File: src/rtl/nch_pkg.sv
// nch_pkg: shared widths, opcodes and payload types of the nearest center histogram.
// Used by every module of the block; depends on nothing else.
`timescale 1ns / 1ps
`default_nettype none

package nch_pkg;

   localparam int COORD_BITS      = 16;
   localparam int COUNT_BITS      = 32;
   localparam int SLOT_BITS       = 6;
   localparam int CFG_BITS        = 7;
   localparam int DEF_MAX_CENTERS = 64;

   // squared gap of one axis, and the sum over three axes
   localparam int SQ_BITS   = 2 * COORD_BITS;
   localparam int DIST_BITS = SQ_BITS + 2;

   localparam logic [1:0] OP_LOAD     = 2'd0;
   localparam logic [1:0] OP_CLASSIFY = 2'd1;
   localparam logic [1:0] OP_READ     = 2'd2;

   typedef struct packed {
      logic [1:0]                   opcode;
      logic [SLOT_BITS-1:0]         slot;
      logic signed [COORD_BITS-1:0] coord_x;
      logic signed [COORD_BITS-1:0] coord_y;
      logic signed [COORD_BITS-1:0] coord_z;
   } req_payload_type;

   typedef struct packed {
      logic [SLOT_BITS-1:0]  bin;
      logic [COUNT_BITS-1:0] hits;
   } rsp_payload_type;

   // travels alongside a center through the distance pipeline
   typedef struct packed {
      logic valid;
      logic last;
   } dist_tag_type;

endpackage : nch_pkg

`default_nettype wire

File: src/rtl/nch_ram.sv
// nch_ram: single write port, single registered read port memory.
// Holds center coordinates and hit counters; uses nch_pkg for defaults.
`timescale 1ns / 1ps
`default_nettype none

module nch_ram import nch_pkg::*; #(
   parameter int DEPTH = DEF_MAX_CENTERS,
   parameter int AW    = 6,
   parameter int DW    = COUNT_BITS
) (
   input  wire logic          clock,
   input  wire logic          wr_en,
   input  wire logic [AW-1:0] wr_addr,
   input  wire logic [DW-1:0] wr_data,
   input  wire logic [AW-1:0] rd_addr,
   output logic      [DW-1:0] rd_data
);

   logic [DW-1:0] mem_ff [DEPTH];
   logic [DW-1:0] rd_data_ff;

   always_ff @(posedge clock) begin
      if (wr_en) begin
         mem_ff[wr_addr] <= wr_data;
      end
      rd_data_ff <= mem_ff[rd_addr];
   end

   assign rd_data = rd_data_ff;

endmodule : nch_ram

`default_nettype wire

File: config.mk
export PLATFORM = sky130hd
export DESIGN_NAME = nch_ram
export DESIGN_NICKNAME = d
export VERILOG_FILES = /design/src/rtl/nch_pkg.sv /design/src/rtl/nch_ram.sv
export SDC_FILE = /design/constraint.sdc
export NUM_CORES = 2
export LEC_CHECK = 0
export BUFFER_PORTS_ARGS = -buffer_cell sky130_fd_sc_hd__buf_2
export CAP_MARGIN = 20
export CORE_AREA = 3 3 516 518
export DETAILED_ROUTE_END_ITERATION = 10
export DIE_AREA = 0 0 519 521
export PLACE_DENSITY_LB_ADDON = 0.12
export SLEW_MARGIN = 10
export SYNTH_ARGS = -nofsm -noshare
export SYNTH_HDL_FRONTEND = slang
export SYNTH_SLANG_ARGS = --single-unit
File: constraint.sdc
create_clock -name clock -period 4.7 [get_ports clock]
set_input_delay 0.94 -clock clock [delete_from_list [all_inputs] [get_ports clock]]
set_output_delay 0.94 -clock clock [all_outputs]
set_load 0.05 [all_outputs]
# ---- After elaboration in Yosys (flattened, before gate mapping)
# Memories as Yosys holds them, arrays and structs flattened. A register that Yosys moved wholly into a read port is not among the register bits.
# Cells that the tools add are included.
dict set report totals {
  latchBits 0
  romBits 0
  out_inout_bits 32
  ff_bits 0
  word_cells 3
  memories 1
  in_bits 46
  ramBits 2048
}
dict set report classes {
  reduce_logical 0
  n_eq_ne 0
  mul 0
  add_sub_neg 0
  muxes 2
  div 0
  bitwise 0
  n_lt_le_gt_ge 0
  shift 0
}
# memory depth word_bits rd rd_ports_with_merged_regs wr line
set memory_table {}
lappend memory_table {mem_ff 64 32 1 1 1 nch_ram.sv:19} ;# logic [DW-1:0] mem_ff [DEPTH];
# op n
set op_table {}
lappend op_table {{1-bit two-way mux} 2}

# ---- Depth between registers and ports, before layout
dict set report logic_depth {
  depth_word 2
  ltp_mapped 10
}

# ---- Least setup slack after synthesis
# No wires, ideal clock.
dict set report synth_timing {
  path_type {input port to flip-flop}
  start {in wr_addr[3]}
  end {mem mem_ff[48][0] (netlist bit) (enable)}
  arrival_time_ns 3.639
  path_slack_ns 0.600
  setup_ns 0.461
  n_path_buf 1
  t_required_ns 4.239
  cell_stages 4
  path_cell_list {clkbuf_1 -> nor2b_1 -> nand4b_1 -> nor3_1}
}
# element line
set synth_rtl {}
lappend synth_rtl {{start: declaration} nch_ram.sv:13} ;# input wire logic [AW-1:0] wr_addr,
lappend synth_rtl {{end: declaration} nch_ram.sv:19}
# Straight into the memory's write port.

==> flow_summary.ini <==
[status]
outcome = finished, violations left
violations = antenna rules

[power_and_ir_drop]
p_per_area_nw_per_um2 = 435.2
total_power_w = 0.04031
p_leak_nw = 28.65
ir_drop_uv = 354.6

[yosys]
yosysTopAreaCellShare_pct = 78.33
synth_most_common_cell = edfxtp_1
synth_seq_area_share_pct = 79.14
syn_nets = 3370
synthTopCellsByArea = edfxtp_1 78%, mux4_2 16%, mux2i_1 1.2%
yosysWarnings = 0
yosys-top-cells-count = 2,048 x edfxtp_1, 544 x mux4_2, 137 x nor2_1
syn_avg_cell_area_um2 = 23.62
synthArstFlopShare_pct = 0
synth-seq-cells = 2080
synth_edf_count = 2048
synth_area_um2 = 78520
synth.distinct_cells = 34
synthesis.instances = 3324
ys.flop_type = edfxtp_1
synth_top_area_cell = edfxtp_1

[timing]
setup_slack_ps = 1351
period_needed_ps = 3349
rsz0062_at_grt = no
slew_headroom_pct = 31.06
maxSlewViolCount = 0
hold_viol = 0
skew_ps = 29.42
timing.fmax_mhz = 298.6
fin_tns_setup_ps = 0
setup-violations-final = 0
tightest_slew_ps = 1031
period_share_pct = 71.25

[setup_path]
arrival_ps = 4040
r2r-end = rd_data[18]
cp.required_ps = 5390
reg2reg_from = mem_ff[55][18]
r2r_setup_slack_ps = 2240
worstPathMaxFanout = 53
critPathKind = in -> reg
startpoint_type = primary input
end_kind = register
reg2regPathDepth = 5

[place]
hpwl_um = 137700
place_ws_ps = 328.1
place_inst = 6977
globalplace.congestion = 0.7467
port_buffers = 77

[die]
die_h_um = 521
die_area_um2 = 270400
num_rows = 188
core_um2 = 262000
pin_count = 78
fp.dieW_um = 519
start_util_pct = 29.96

[route]
wire_per_inst_um = 32.13
firstDrtPassIters = 5
totalWireLength_um = 238400
vias = 36890
drt_iter0_drc = 3993
ant_nets = 1
route.detailed.drc = 0
routed_via_density = 4.971

[clock_tree]
cts_sinks = 2080
root_buffer = clkbuf_16
cts_tree = yes
path_clk_slew_ps = 60
clockBufferDepth = 3
postCtsSetupBuffers = 0
clk_latency_ps = 850
cts.htree.levels = 4
cts_made_buffers = 226
hold_buffers = 0
cts_resized = 0

[global_route]
grt_overflow_total = 0
antenna_found_initial = 22
grt_pass1_wl_um = 328000
track_usage_pct = 17.48
grt_pass1_vias = 38320
grt_max_degree = 65

[min_path]
whs_endpoint = mem_ff[45][30]
worstHoldPathCells = 1
hp-class = in -> reg
min-delay-start = wr_data[30]

[final_layout]
layoutNonFillerInstCount = 7420
area.growth.synth_to_final_pct = 17.98
drive_above_1_share_pct = 32.25
final_net_count = 3738

[job]
max-cap-violations = 0
-- final cells by class --
cell class | instances | area (um^2)
Clock buffer | 304 | 6102
Timing Repair Buffer | 322 | 2776
Fill cell | 24160 | 169400
Antenna cell | 17 | 42.54
Sequential cell | 2080 | 62140
Tap cell | 3515 | 4398
Multi-Input combinational cell | 1062 | 15970
Clock inverter | 120 | 1204
-- power breakdown --
part	total, W	internal, W	switching, W
clock	0.0175	0.0101	0.00736
sequential	0.0206	0.0205	0.0000787
combinational	0.00219	0.000758	0.00143
-- worst max-delay path: stages --
cell and delay, ps:
buf_8 420, buf_12 300, buf_12 180, mux4_2 500
o221ai_1 320, a21oi_1 210, a21oi_1 710, nor2_1 160
-- per-layer routing --
metal	GRT usage, %	routed length, um
met1	24.99	107800
met2	28.30	114200
met3	2.576	11280
met4	3.975	5148
met5	0	0
-- per-stage QoR --
step	util, %	area (um^2)	hold WS [ps]
2_1_floorplan	-	78520	663.2
3_3_place_gp	32.51	85200	760.8
3_5_place_dp	32.53	85240	823.3
4_1_cts	35.32	92550	443.8
5_1_grt	35.34	92600	463.4
6_report	35.35	92630	515.7
-- kinds of logic (layout without fill, tap and decap cells) --
| kind of cell | after synthesis | in the layout | synth area share, % |
|---|---|---|---|
| other cells | 0 | 17 | 0 |
| flops | 2080 | 2080 | 79.14 |
| buf+inv | 182 | 746 | 1.128 |
| mux | 637 | 637 | 16.79 |
| simple gates | 223 | 223 | 1.265 |
| compound gates | 202 | 202 | 1.673 |
-- how the worst max path moves through the flow --
stage                    endpoint  cells after the start  startpoint  slack, ps
floorplan           mem_ff[48][0]                      4  wr_addr[3]        600
global placement       rd_data[3]                      8  rd_addr[1]        290
detailed placement     rd_data[3]                      8  rd_addr[1]        330
CTS                    rd_data[3]                      8  rd_addr[1]       1270
global route           rd_data[3]                      8  rd_addr[1]       1280
finish                 rd_data[3]                      8  rd_addr[1]       1350
-- cell usage in the layout, fill, tap and decap left out, drive strengths merged, types with 7 or more instances in the layout --
cell / synthesis / final
nor2b: 15 / 15
inv: 0 / 7
nand2: 26 / 26
o221ai: 27 / 27
a311oi: 8 / 8
clkinv: 0 / 91
edfxtp: 2048 / 2048
a22oi: 12 / 12
buf: 108 / 322
diode: 0 / 17
dfxtp: 32 / 32
o22ai: 84 / 84
mux2i: 93 / 93
nand2b: 8 / 8
nor2: 137 / 137
clkbuf: 74 / 304
a21oi: 62 / 62
nor3: 7 / 7
bufinv: 0 / 19
mux4: 544 / 544
-- state kept, by name (all words and copies together), names as in the netlist --
signal,cells
rd_data,32
mem_ff,2048
Power figures use the tool's default switching activity.
