## src/rtl/nch_pkg.sv

```systemverilog
// nch_pkg: shared widths, opcodes and payload types of the nearest center histogram.
// Used by every module of the block; depends on nothing else.
`timescale 1ns / 1ps
`default_nettype none

package nch_pkg;

   localparam int COORD_BITS      = 16;
   localparam int COUNT_BITS      = 32;
   localparam int SLOT_BITS       = 6;
   localparam int CFG_BITS        = 7;
   localparam int DEF_MAX_CENTERS = 64;

   // squared gap of one axis, and the sum over three axes
   localparam int SQ_BITS   = 2 * COORD_BITS;
   localparam int DIST_BITS = SQ_BITS + 2;

   localparam logic [1:0] OP_LOAD     = 2'd0;
   localparam logic [1:0] OP_CLASSIFY = 2'd1;
   localparam logic [1:0] OP_READ     = 2'd2;

   typedef struct packed {
      logic [1:0]                   opcode;
      logic [SLOT_BITS-1:0]         slot;
      logic signed [COORD_BITS-1:0] coord_x;
      logic signed [COORD_BITS-1:0] coord_y;
      logic signed [COORD_BITS-1:0] coord_z;
   } req_payload_type;

   typedef struct packed {
      logic [SLOT_BITS-1:0]  bin;
      logic [COUNT_BITS-1:0] hits;
   } rsp_payload_type;

   // travels alongside a center through the distance pipeline
   typedef struct packed {
      logic valid;
      logic last;
   } dist_tag_type;

endpackage : nch_pkg

`default_nettype wire

```

## src/rtl/nch_dist_unit.sv

```systemverilog
// nch_dist_unit: three-stage squared Euclidean distance pipeline (gap, square, sum).
// Takes biased coordinates; uses nch_pkg for widths and the tag type.
`timescale 1ns / 1ps
`default_nettype none

module nch_dist_unit import nch_pkg::*; (
   input  wire logic                  clock,
   input  wire logic                  reset,
   input  wire logic [COORD_BITS-1:0] point_x,
   input  wire logic [COORD_BITS-1:0] point_y,
   input  wire logic [COORD_BITS-1:0] point_z,
   input  wire logic [COORD_BITS-1:0] center_x,
   input  wire logic [COORD_BITS-1:0] center_y,
   input  wire logic [COORD_BITS-1:0] center_z,
   input  wire dist_tag_type          tag_in,
   output logic      [DIST_BITS-1:0]  dist_out,
   output dist_tag_type               tag_out
);

   logic [COORD_BITS-1:0] gap_x_in, gap_y_in, gap_z_in;
   logic [COORD_BITS-1:0] gap_x_ff, gap_y_ff, gap_z_ff;
   logic [SQ_BITS-1:0]    sq_x_in, sq_y_in, sq_z_in;
   logic [SQ_BITS-1:0]    sq_x_ff, sq_y_ff, sq_z_ff;
   logic [DIST_BITS-1:0]  sum_in, sum_ff;
   dist_tag_type          tag1_ff, tag2_ff, tag3_ff;

   // offset-binary keeps order, so an unsigned abs gap is exact
   assign gap_x_in = (point_x > center_x) ? point_x - center_x : center_x - point_x;
   assign gap_y_in = (point_y > center_y) ? point_y - center_y : center_y - point_y;
   assign gap_z_in = (point_z > center_z) ? point_z - center_z : center_z - point_z;

   assign sq_x_in = SQ_BITS'(gap_x_ff) * SQ_BITS'(gap_x_ff);
   assign sq_y_in = SQ_BITS'(gap_y_ff) * SQ_BITS'(gap_y_ff);
   assign sq_z_in = SQ_BITS'(gap_z_ff) * SQ_BITS'(gap_z_ff);

   assign sum_in = DIST_BITS'(sq_x_ff) + DIST_BITS'(sq_y_ff) + DIST_BITS'(sq_z_ff);

   always_ff @(posedge clock) begin
      gap_x_ff <= gap_x_in;
      gap_y_ff <= gap_y_in;
      gap_z_ff <= gap_z_in;
      sq_x_ff  <= sq_x_in;
      sq_y_ff  <= sq_y_in;
      sq_z_ff  <= sq_z_in;
      sum_ff   <= sum_in;
   end

   always_ff @(posedge clock) begin
      if (reset) begin
         tag1_ff <= '0;
         tag2_ff <= '0;
         tag3_ff <= '0;
      end else begin
         tag1_ff <= tag_in;
         tag2_ff <= tag1_ff;
         tag3_ff <= tag2_ff;
      end
   end

   assign dist_out = sum_ff;
   assign tag_out  = tag3_ff;

endmodule : nch_dist_unit

`default_nettype wire
```

## config.mk

```make
export PLATFORM = sky130hd
export DESIGN_NAME = nch_dist_unit
export DESIGN_NICKNAME = d
export VERILOG_FILES = /design/src/rtl/nch_pkg.sv /design/src/rtl/nch_dist_unit.sv
export SDC_FILE = /design/constraint.sdc
export NUM_CORES = 2
export LEC_CHECK = 0
export ABC_AREA = 1
export ABC_CLOCK_PERIOD_IN_PS = 6500
export BUFFER_PORTS_ARGS = -buffer_cell sky130_fd_sc_hd__buf_2
export CAP_MARGIN = 20
export CORE_MARGIN = 4
export CORE_UTILIZATION = 46
export CTS_BUF_LIST = sky130_fd_sc_hd__clkbuf_8
export CTS_CLUSTER_SIZE = 24
export DETAILED_ROUTE_END_ITERATION = 8
export GPL_ROUTABILITY_DRIVEN = 0
export PLACE_DENSITY = 0.63
export SKIP_LAST_GASP = 1
export SLEW_MARGIN = 15
export SYNTH_ARGS = -nofsm -noshare
export SYNTH_HDL_FRONTEND = slang
export SYNTH_SLANG_ARGS = --single-unit
```

## constraint.sdc

```tcl
create_clock -name clock -period 6.5 [get_ports clock]
set_clock_uncertainty 0.15 [all_clocks]
set_input_delay 0.65 -clock clock [delete_from_list [all_inputs] [get_ports clock]]
set_output_delay 0.65 -clock clock [all_outputs]
set_load 0.05 [all_outputs]
```

======== Word level (Yosys, flattened, before mapping) ========
Index checks and enable logic that the tools add are counted.
cells by class
  add/sub/neg operators ................... 8
  $mul .................................... 3
  order comparisons ....................... 3
  muxes and demuxes ....................... 3
operators with widths
  kind                            count
  multiplier 16 x 16 -> 32 bit    3
  subtractor 16 bit               6
  greater-than comparator 16 bit  3
  two-way mux 16 bit              3
  adder 33 x 32 -> 34 bit         1
  adder 32 x 32 -> 33 bit         1
word-level totals
  register bits after elaboration ......... 184
  bits of input ports ..................... 100
  output and inout port bits .............. 36
  word-level logic and storage cells ...... 30

======== Longest topological paths before layout ========
  depth after elaboration ................. 2
  depth in mapped cells ................... 27
  depth with buffers taken out ............ 25

======== Worst setup path after synthesis ========
OpenSTA, ideal clock, no wires.
  kind .................................... register to register
  start ................................... register gap_z_ff[11]
  end ..................................... register sq_z_ff[27]
  library setup time ...................... 0.113 ns
  arrival time ............................ 5.063 ns
  data required time ...................... 6.237 ns
  setup slack ............................. 1.174 ns
  cell stages (with the launch flop) ...... 21
  buffers on the path ..................... 2
  clock period less this slack ............ 5.326 ns
  cell sequence ........................... dfxtp_1 -> clkbuf_1 -> clkbuf_1 -> nand2_1 -> fa_1 -> inv_1 -> fa_1 -> fa_1 -> fa_1 -> fa_1 -> inv_1 -> fa_1 -> inv_1 -> ha_1 -> nand2_1 -> nor2_1 -> inv_1 -> o21bai_1 -> nand2_1 -> nand4_1 -> nand2_1
on the way
  word-level cells in the longest chain between the ends .. 1
ends and longest elaborated chain
  what                          RTL line             source
  from (decl)                   nch_dist_unit.sv:21  logic [COORD_BITS-1:0] gap_x_ff, gap_y_ff, gap_z_ff;
  from (signal assigned)        nch_dist_unit.sv:41  gap_z_ff <= gap_z_in;
  multiplier 16 x 16 -> 32 bit  nch_dist_unit.sv:34  assign sq_z_in = SQ_BITS'(gap_z_ff) * SQ_BITS'(gap_z_ff);
  net sq_z_in[27]               nch_dist_unit.sv:22  logic [SQ_BITS-1:0] sq_x_in, sq_y_in, sq_z_in;
  to (signal assigned)          nch_dist_unit.sv:44  sq_z_ff <= sq_z_in;
  to (decl)                     nch_dist_unit.sv:23  logic [SQ_BITS-1:0] sq_x_ff, sq_y_ff, sq_z_ff;
The timed path passes the listed nets, and every way through them passes these cells.
A chain may end at the register's enable or synchronous reset.

======== Final worst setup path ========
  start ................................... register gap_y_ff[6]
  end ..................................... register sq_y_ff[18]
on the way
  word-level cells in the longest chain between the ends .. 1
ends and longest elaborated chain
  what                          RTL line             source
  from (decl)                   nch_dist_unit.sv:21
  from (signal assigned)        nch_dist_unit.sv:40  gap_y_ff <= gap_y_in;
  multiplier 16 x 16 -> 32 bit  nch_dist_unit.sv:33  assign sq_y_in = SQ_BITS'(gap_y_ff) * SQ_BITS'(gap_y_ff);
  net sq_y_in[18]               nch_dist_unit.sv:22
  to (signal assigned)          nch_dist_unit.sv:43  sq_y_ff <= sq_y_in;
  to (decl)                     nch_dist_unit.sv:23
The timed path passes the listed nets, and every way through them passes these cells.

==> flow_summary.ini <==
[outcome]
run_status = finished clean

[clock_tree]
cts_max_level = 4
cts_tree = built
cts_setup_buffers = 0
hold_buffers = 0
cts_root_buf = clkbuf_8
cts_buffer_depth = 2
numCtsBuffers = 17
cts-resized-gates = 0
cts.sinks = 181
insertion_delay_ns = 0.57
clk_pin_slew_worst_paths_ns = 0.12

[min_path]
hp-class = input port to register
hold_start = tag_in[0]

[placement]
pre_cts_slack_ns = 0.5066
hpwl_um = 75650
numPortBuffers = 135
place_inst = 6425

[synth]
syn-cell-area_um2 = 37060
synth_warnings = 0
postSynthAreaPerCell_um2 = 6.947
syn_inst = 5334
synth-xor-area-share = 0.03380
synthDistinctLibCells = 37
muxShareOfSynthArea = 0
synth_compound_area_frac = 0.03181
synth_simple_gate_area_frac = 0.2370
synth_adder_area_share = 0.4279
yosys_register_bits = 181
ys_seq_area_frac = 0.09778
synth.largest_area_cell = fa_1
netlist.area_leader.share = 0.2831
synthTopCellsByArea = fa_1 28%, nand2_1 17%, inv_1 16%, ha_1 14%, dfxtp_1 9.8%
synth_top_family_by_area = adder cells

[critical_path]
cp.arrival_ns = 6.30
startpoint_type = register
critPathRequiredTime_ns = 6.80
critPathKind = register to register
critPathMaxFanout = 16
crit_path_end_kind = register
rr_startpoint = gap_y_ff[6]
startpoint = gap_y_ff[6]

[sta]
rsz0062_at_grt = no
finalSetupViolCount = 0
finalCritPeriodShare = 0.9238
finalSetupTns_ns = 0
maxSlewViolCount = 0
slew_headroom = 0.4535
whs_ns = 0.1664
tightest_slew_ns = 0.8186
max_freq_mhz = 166.5
hold_viol = 0
fin_crit_ns = 6.005
fin_ws_ns = 0.4954

[detailed_routing]
avgViaCountPerCell = 4.665
vias = 30150
drt_iter0_markers = 1729
route.detailed.drc = 0
drt_wl_total_um = 86030
drtPass1Iterations = 7
antenna_left = 0
wl_per_cell_um = 13.31

[flow_run]
maxCapViolCount = 0

[cells_and_area]
regArea_um2 = 3623
final_common_cell = nand2_1
stdcell_count = 6462
final_cell_mix = 1663 x nand2_1, 1548 x inv_1, 524 x fa_1
fill_cells = 8170
syn_to_final_growth_pct = 5.581
drive_gt1_frac = 0.04846
multi_input_area_um2 = 27080
finalNetCount = 6447

[grt]
grt_max_degree = 24
grt_pass1_vias = 30250
antenna_found_initial = 1
overflow = 0
grt_usage = 0.2084
grt_pass1_wl_um = 147100

[die]
io_pins = 136
fp.coreArea_um2 = 79390
initial_core_util = 0.4668
num_rows = 103
dieArea_um2 = 85160
fp.dieW_um = 291.8
die_y_um = 291.8
-- cell families (layout without fill, tap and decap cells) --
| family | count (synthesis) | count (layout) |
|---|---|---|
| AO/OA/AOI/OAI | 200 | 200 |
| flip-flops | 181 | 181 |
| buffers and inverters | 1673 | 1744 |
| AND/OR/NAND/NOR | 2183 | 2183 |
| other | 1 | 8 |
| adder cells (fa/ha/maj) | 953 | 953 |
| XOR/XNOR | 143 | 143 |
-- layer usage --
metal  GRT usage  vias to the layer above  part of all wire
met5           0                        -                 0
met2      0.3506                      622              0.46
li1            -                    15450                 -
met1      0.2944                    14010              0.48
met4     0.04122                        0             0.014
met3     0.02076                       62             0.045
-- flip-flops by register name (all words and copies together) (netlist names) --
signal and flops:
gap_z_ff 16, sq_z_ff 31, sq_y_ff 31, gap_y_ff 16, sq_x_ff 31, tag2_ff 2, tag_out 2, dist_out 34
tag1_ff 2, gap_x_ff 16
-- per-stage QoR --
stage / cell area [um2] / util
final: 39130 / 0.4928
after CTS: 39110 / 0.4927
after floorplan: 37060 / -
after global routing: 39130 / 0.4928
after global placement: 38710 / 0.4876
after detailed placement: 38710 / 0.4876
-- critical path: stages (launching register included) --
cell and delay (ns):
dfxtp_1 0.83, nand2_1 0.21, fa_1 0.56, inv_1 0.05, fa_1 0.50, inv_1 0.07, fa_1 0.53, inv_1 0.05
fa_1 0.45, fa_1 0.49, inv_1 0.05, fa_1 0.47, inv_1 0.05, ha_1 0.35, nand2_1 0.12, nor2_1 0.24
inv_1 0.07, o21bai_1 0.22, inv_1 0.07, nand2_1 0.10, xor2_1 0.26
-- final timing paths --
kind / to / slack (ns) / cells past startpoint
setup / recovery: sq_y_ff[18] / 0.50 / 20
hold / removal: tag1_ff[0] / 0.17 / 3
setup reg to reg: sq_y_ff[18] / 0.50 / 20
hold reg to reg: tag2_ff[1] / 0.25 / 2
-- final cells by class --
type / count / share of cell area
flip-flops and latches: 181 / 0.09261
repair buffers: 159 / 0.02187
multi-input cells: 3482 / 0.6922
diodes: 5 / 0.0003198
clock buffers: 17 / 0.005980
well taps: 1050 / 0.03358
clock inverters: 15 / 0.004413
inverters: 1553 / 0.1490
-- synth_stat cells --
cell,count
nand3_1,202
xnor2_1,32
nand4_1,34
or2_2,8
clkbuf_1,91
buf_1,1
nor3_1,15
inv_2,5
a31oi_1,2
inv_1,1548
nor2_4,6
a31o_2,3
a21oi_1,133
buf_2,6
ha_1,429
a21o_1,1
nand3_4,1
o21ai_2,21
dfxtp_1,181
xor2_1,111
o21bai_1,32
buf_6,6
fa_1,524
and2_1,9
nor2_2,3
nand2_1,1663
nand3_2,7
clkbuf_2,14
nand2_4,5
o21a_1,1
o21ai_0,7
buf_4,2
nand2_2,12
and3_1,2
nor2_1,214
nand3b_1,2
conb_1,1
Power is not shown: default switching activity piles up to over one toggle a cycle in this logic, so the estimate is an artifact.
